==> config.mk <==
export PLATFORM = sky130hd
export DESIGN_NAME = dht_ctrl
export DESIGN_NICKNAME = d
export VERILOG_FILES = /design/src/sv/dht_pkg.sv /design/src/sv/dht_ctrl.sv
export SDC_FILE = /design/constraint.sdc
export NUM_CORES = 1
export LEC_CHECK = 0
export ABC_AREA = 1
export BUFFER_PORTS_ARGS = -buffer_cell sky130_fd_sc_hd__buf_2
export CAP_MARGIN = 10
export CORE_AREA = 2 2 39 41
export CTS_BUF_LIST = sky130_fd_sc_hd__clkbuf_16
export CTS_CLUSTER_SIZE = 28
export DETAILED_ROUTE_END_ITERATION = 6
export DIE_AREA = 0 0 41 43
export GPL_ROUTABILITY_DRIVEN = 0
export SLEW_MARGIN = 20
export SYNTH_ARGS = -nofsm -noshare
export SYNTH_HDL_FRONTEND = slang
export SYNTH_SLANG_ARGS = --single-unit
export TNS_END_PERCENT = 1
==> constraint.sdc <==
create_clock -name clk -period 1.6 [get_ports clk]
set_clock_uncertainty 0.2 [all_clocks]
set_input_delay 0.24 -clock clk [delete_from_list [all_inputs] [get_ports clk]]
set_output_delay 0.24 -clock clk [all_outputs]
set_load 0.01 [all_outputs]
==> src/sv/dht_pkg.sv <==
// shared types, codes and helpers for the double hashing key/value table
// no dependencies
`timescale 1ns / 1ps

package dht_pkg;

    localparam int KEY_W   = 31;
    localparam int VAL_W   = 32;
    localparam int SIZE_W  = 9;
    localparam int CMD_W   = 2;
    localparam int STAT_W  = 2;

    localparam logic [SIZE_W-1:0] TABLE_SIZE_RESET = 9'd101;
    localparam int                SIZE_MAX         = 511;

    localparam logic [CMD_W-1:0] CMD_INSERT = 2'd0;
    localparam logic [CMD_W-1:0] CMD_REMOVE = 2'd1;
    localparam logic [CMD_W-1:0] CMD_FIND   = 2'd2;

    localparam logic [STAT_W-1:0] STAT_OK      = 2'd0;
    localparam logic [STAT_W-1:0] STAT_MISSING = 2'd1;
    localparam logic [STAT_W-1:0] STAT_LIMIT   = 2'd2;

    // remainder unit: dividend bits handled per cycle and cycle counts
    localparam int DIVD_W         = 32;
    localparam int BITS_PER_CYCLE = 4;
    localparam int CNT_W          = 4;
    localparam int SUM_W          = 12;
    localparam logic [CNT_W-1:0] KEY_CYCLES  = CNT_W'(DIVD_W / BITS_PER_CYCLE);
    localparam logic [CNT_W-1:0] STEP_CYCLES = CNT_W'(SUM_W / BITS_PER_CYCLE);

    typedef struct packed {
        logic [CMD_W-1:0]        command;
        logic [KEY_W-1:0]        key;
        logic signed [VAL_W-1:0] value;
    } req_t;

    typedef struct packed {
        logic [STAT_W-1:0]       status;
        logic signed [VAL_W-1:0] value_out;
        logic [SIZE_W-1:0]       probe_count;
    } rsp_t;

    typedef enum logic [2:0] {
        S_CLEAR,
        S_IDLE,
        S_HASH,
        S_READ,
        S_CHECK,
        S_STEP,
        S_FINISH
    } state_t;

    typedef struct packed {
        logic clear_wr;
        logic load_item;
        logic start_key;
        logic start_step;
        logic slot_load;
        logic mem_read;
        logic inc_count;
        logic set_limit;
        logic commit;
    } dp_cmd_t;

    typedef struct packed {
        logic clear_last;
        logic in_cmd_ok;
        logic mod_done;
        logic hit_stop;
        logic limit;
        logic out_free;
    } dp_stat_t;

    // x mod 3 by summing base-4 digits
    function automatic logic [1:0] mod3(input logic [SIZE_W-1:0] x);
        logic [3:0] acc;
        logic [2:0] r;
        acc = 4'(x[1:0]) + 4'(x[3:2]) + 4'(x[5:4]) + 4'(x[7:6]) + 4'(x[8]);
        r   = 3'(acc[1:0]) + 3'(acc[3:2]);
        if (r >= 3'd3) r = r - 3'd3;
        if (r >= 3'd3) r = r - 3'd3;
        return r[1:0];
    endfunction

endpackage

==> src/sv/dht_ctrl.sv <==
// controller state machine: clearing pass, hashing, probe loop, result
// depends on dht_pkg
`timescale 1ns / 1ps

module dht_ctrl (
    input  logic              clk,
    input  logic              rst_n,
    input  logic              req_valid,
    output logic              req_ready,
    input  dht_pkg::dp_stat_t stat,
    output dht_pkg::dp_cmd_t  cmd
);

    dht_pkg::state_t state_reg, state_next;

    always_comb
    begin
        state_next = state_reg;
        case (state_reg)
            dht_pkg::S_CLEAR:
            begin
                if (stat.clear_last) state_next = dht_pkg::S_IDLE;
            end
            dht_pkg::S_IDLE:
            begin
                if (req_valid)
                begin
                    state_next = stat.in_cmd_ok ? dht_pkg::S_HASH : dht_pkg::S_FINISH;
                end
            end
            dht_pkg::S_HASH:
            begin
                if (stat.mod_done) state_next = dht_pkg::S_READ;
            end
            dht_pkg::S_READ:
            begin
                state_next = dht_pkg::S_CHECK;
            end
            dht_pkg::S_CHECK:
            begin
                if (stat.hit_stop || stat.limit) state_next = dht_pkg::S_FINISH;
                else                             state_next = dht_pkg::S_STEP;
            end
            dht_pkg::S_STEP:
            begin
                if (stat.mod_done) state_next = dht_pkg::S_READ;
            end
            dht_pkg::S_FINISH:
            begin
                if (stat.out_free) state_next = dht_pkg::S_IDLE;
            end
            default:
            begin
                state_next = dht_pkg::S_IDLE;
            end
        endcase
    end

    always_comb
    begin
        cmd       = '0;
        req_ready = 1'b0;
        case (state_reg)
            dht_pkg::S_CLEAR:
            begin
                cmd.clear_wr = 1'b1;
            end
            dht_pkg::S_IDLE:
            begin
                req_ready     = 1'b1;
                cmd.load_item = req_valid;
                cmd.start_key = req_valid && stat.in_cmd_ok;
            end
            dht_pkg::S_HASH,
            dht_pkg::S_STEP:
            begin
                cmd.slot_load = stat.mod_done;
            end
            dht_pkg::S_READ:
            begin
                cmd.mem_read = 1'b1;
            end
            dht_pkg::S_CHECK:
            begin
                // collision: count it, then stop at the limit or compute the next slot
                if (!stat.hit_stop)
                begin
                    cmd.inc_count  = 1'b1;
                    cmd.set_limit  = stat.limit;
                    cmd.start_step = !stat.limit;
                end
            end
            dht_pkg::S_FINISH:
            begin
                cmd.commit = stat.out_free;
            end
            default:
            begin
                cmd = '0;
            end
        endcase
    end

    always_ff @(posedge clk or negedge rst_n)
    begin
        if (!rst_n)
        begin
            state_reg <= dht_pkg::S_CLEAR;
        end
        else
        begin
            state_reg <= state_next;
        end
    end

    one_start: assert property (@(posedge clk) disable iff (!rst_n)
        !(cmd.start_key && cmd.start_step))
        else $error("remainder unit started twice");

    read_follows_load: assert property (@(posedge clk) disable iff (!rst_n)
        cmd.slot_load |=> cmd.mem_read)
        else $error("slot loaded without a read");

    commit_once: assert property (@(posedge clk) disable iff (!rst_n)
        cmd.commit |=> !cmd.commit)
        else $error("item committed twice");

endmodule

; ---- Word-level counts from Yosys, hierarchy flattened
; Index checks and enable logic that the tools add are counted.
[word_totals]
reg_bits = 3
latch_bits = 0
ram_bits = 0
romBits = 0
word_cells = 34
n_memories = 0
[op_classes]
add_sub_neg = 0
multipliers = 0
div = 0
order_cmp = 0
eq_ne = 10
n_shift = 0
n_mux = 17
bitwise_logic = 0
reduce_logical = 6
[ops]
columns = op, n
row1 = $pmux W3 S6, 1
row2 = $mux W3, 5
row3 = $eq A3 B3 Y1 const B, 3
row4 = $mux W2, 4
row5 = $mux W1, 7
row6 = $eq A3 B2 Y1 const B, 2
row7 = $ne A2 B2 Y1 const B, 3
row8 = $reduce_and A4 Y1, 1
row9 = $eq A3 B1 Y1 const B, 1
row10 = $logic_not A3 Y1, 1
row11 = $ne A2 B1 Y1 const B, 1
row12 = $reduce_or A2 Y1, 1
row13 = $logic_and A1 B1 Y1, 1
row14 = $logic_not A1 Y1, 1
row15 = $logic_or A1 B1 Y1, 1

; ---- Depth between registers and ports, before layout
[depth]
ltp_word = 4
mapped_depth = 7
mapped_depth_nobuf = 7

; ---- Worst setup path after synthesis
; No wires, ideal clock.
[synth_path]
path_type = register -> output
start = register state_reg[0]
end = output cmd[1] (netlist name)
arrival_time_ns = 1.058
required_time_ns = 1.160
path_slack_ns = 0.102
path_stages_with_launch = 4
n_path_buf = 0
path_cell_list = dfrtp_1 -> nor2_2 -> nand2_1 -> nor3b_1
[synth_rtl]
columns = item, line_no
row1 = "start, declared", dht_ctrl.sv:14  ; dht_pkg::state_t state_reg, state_next;
row2 = "start signal, assigned", dht_ctrl.sv:108  ; state_reg <= dht_pkg::S_CLEAR;
row3 = "start signal, assigned", dht_ctrl.sv:112  ; state_reg <= state_next;
row4 = "end, declared", dht_ctrl.sv:11  ; output dht_pkg::dp_cmd_t cmd

==> flow_summary.toml <==
[synthesis]
ys_ff_latch = 3
synth_top_area_share_pct = 22.22
synthMuxAreaShare_pct = 0
synth_top_family_by_area = "simple AND/OR/NAND/NOR gates"
synthAdderAreaFrac_pct = 0
synth_xor_area_share_pct = 0
yosys.area_share.simple_pct = 58.89
syn_area_per_cell_um2 = 6.033
synth_nets = 65
syn_inst = 56
seq_area_frac_synth_pct = 22.22
ys_warn_count = 0
netlist_top_cells_area = "dfrtp_1 22%, nand2_1 13%, nand3_1 12%"
synth.distinct_cells = 16
yosys.area.top_type = "dfrtp_1"
syn-cell-area_um2 = 337.8
synth_compound_area_share_pct = 5.556

[clock_network]
root_buffer = "clkbuf_16"
cts.sink_count = 3
cts_buffers = 3
insertion_delay_ps = 220
h-tree-depth = 1
cts_tree = "built"
clockBufferDepth = 2
path_clk_slew_ps = 30

[final_layout]
final_cell_mix = "18 x buf_2, 11 x nand2_1, 9 x inv_1"
final_nets = 94
diodes = 0
largest_register_ff_count = 3
seq_area_um2 = 78.83
drive_gt1_share_pct = 57.14
area_delta_synth_final_pct = 82.96
fill_cells = 152
layout_commonest_cell = "buf_2"
multi_input_area_um2 = 251.5
fin_util_pct = 44.67

[setup_path]
path_max_fanout = 5
rr_worst_depth = 9
crit_required_ps = 1160
cp.arrival_ps = 1220
cp-start-kind = "flip-flop"
end_kind = "primary output"
critPathKind = "flip-flop to primary output"

[power]
peakVddDrop_mv = 0.9955
p_leak_uw = 0.0003552
p_per_area_nw_per_um2 = 2136

[placed_design]
place_hpwl_um = 674.7
pre_cts_ws_ps = 111.3
port_buffers = 18

[status]
violations = "setup timing"
status = "complete, but fails checks"

[route]
routed_wl_mm = 1.007
viasPerCell = 4.320
via_count = 432
drt-initial-drc-count = 9
drc = 0
wire_per_inst_um = 10.07
postRouteAntennaNets = 0
drt-pass1-iter-count = 4

[die]
io_pins = 19
fp.dieW_um = 41
initial_core_util_pct = 24.41
die_h_um = 43
die-area_um2 = 1763
rows = 14
design.core.area_um2 = 1384

[job]
maxCapViolCount = 0

[sta]
fin_ws_ps = -57.71
hold_violations = 0
max-slew-margin-rel_pct = 86.58
tightest_slew_ps = 199.3
layout_min_cycle_time_ps = 1658
fin_crit_sh_pct = 103.6
fmax_mhz = 603.2
setup_violations = 3
timing.final.max_slew_violations = 0
rsz0062_at_grt = "true"

[global_routing]
overflow = 0
grt_pass1_vias = 376
antenna_found_initial = 0
grt_use_total_pct = 11.56
grt_pass1_wl_mm = 1.380
grt_start_max_net_pins = 8

[worst_hold_path]
hp-class = "primary input to async pin"
[power breakdown]
group / total, uW / switching, uW / internal, uW
sequential: 212 / 86.7 / 125
clock: 390 / 67.7 / 322
combinational: 719 / 405 / 314
total: 1320 / 559 / 761
[through the flow]
| step | hold slack (ps) | area (um^2) | instances | power [uW] | TNS (ps) |
|---|---|---|---|---|---|
| 2_1_floorplan | -255.6 | 337.8 | 56 | 581.9 | 0 |
| 3_3_place_gp | -161.5 | 455.4 | 91 | 751.5 | 0 |
| 3_5_place_dp | -162.6 | 455.4 | 91 | 760.1 | 0 |
| 4_1_cts | 132.4 | 594.3 | 99 | 1279 | -69.28 |
| 5_1_grt | 147.6 | 618.1 | 100 | 1405 | -364.6 |
| 6_report | 135.4 | 618.1 | 100 | 1320 | -86.62 |
[cell usage after synthesis (all sizes together)]
library cell,number
a21oi,2
nand3,11
nor3b,1
nor3,1
nand2,14
inv,11
dfrtp,3
clkinv,1
o21ai,1
nor2,11
[metal layers]
metal / vias up / share of wire (%) / GRT usage [%]
li1: 231 / - / -
met1: 181 / 42 / 12.90
met2: 18 / 52 / 18.75
met3: 2 / 5.2 / 1.571
met4: 0 / 0.99 / 8.000
met5: - / 0 / 0
[layout make-up]
cell class              instances  area share, %
clock inverters                 1         0.6073
repair buffers                 24          22.87
well taps                      16          3.239
flip-flops and latches          3          12.75
multi-input cells              41          40.69
clock buffers                   3          12.15
inverters                      12          7.692
[critical path, cell delays in order (launching register included)]
cell and delay, ps:
dfrtp_2 450, inv_2 120, nand3_2 110, a21oi_2 170, buf_2 150
[cell families (layout without fill, tap and decap cells)]
kind of cell / after synthesis / in the layout
and+or+nand+nor: 38 / 38
buffers and inverters: 12 / 40
AOI/OAI and AO/OA: 3 / 3
DFF: 3 / 3
[worst paths after layout]
| kind | endpoint | start | slack (ps) |
|---|---|---|---|
| max reg2reg | state_reg[0] | state_reg[0] | 150 |
| min | state_reg[1] | rst_n | 140 |
| max | cmd[4] | state_reg[1] | -60 |
| max in group asynchronous | state_reg[0] | rst_n | 950 |
| min reg2reg | state_reg[0] | state_reg[0] | 380 |
| min in group clk | state_reg[0] | stat[5] | 250 |
[what timing repair did]
action | CTS | global route
hold endpoints to repair | 3 | 0
gates resized for setup | 8 | 4
endpoints found under the setup margin | 6 | 8
buffers inserted | 3 | 1
hold buffers | 1 | 0
pin swaps | 1 | 1
Power figures use the tool's default switching activity.
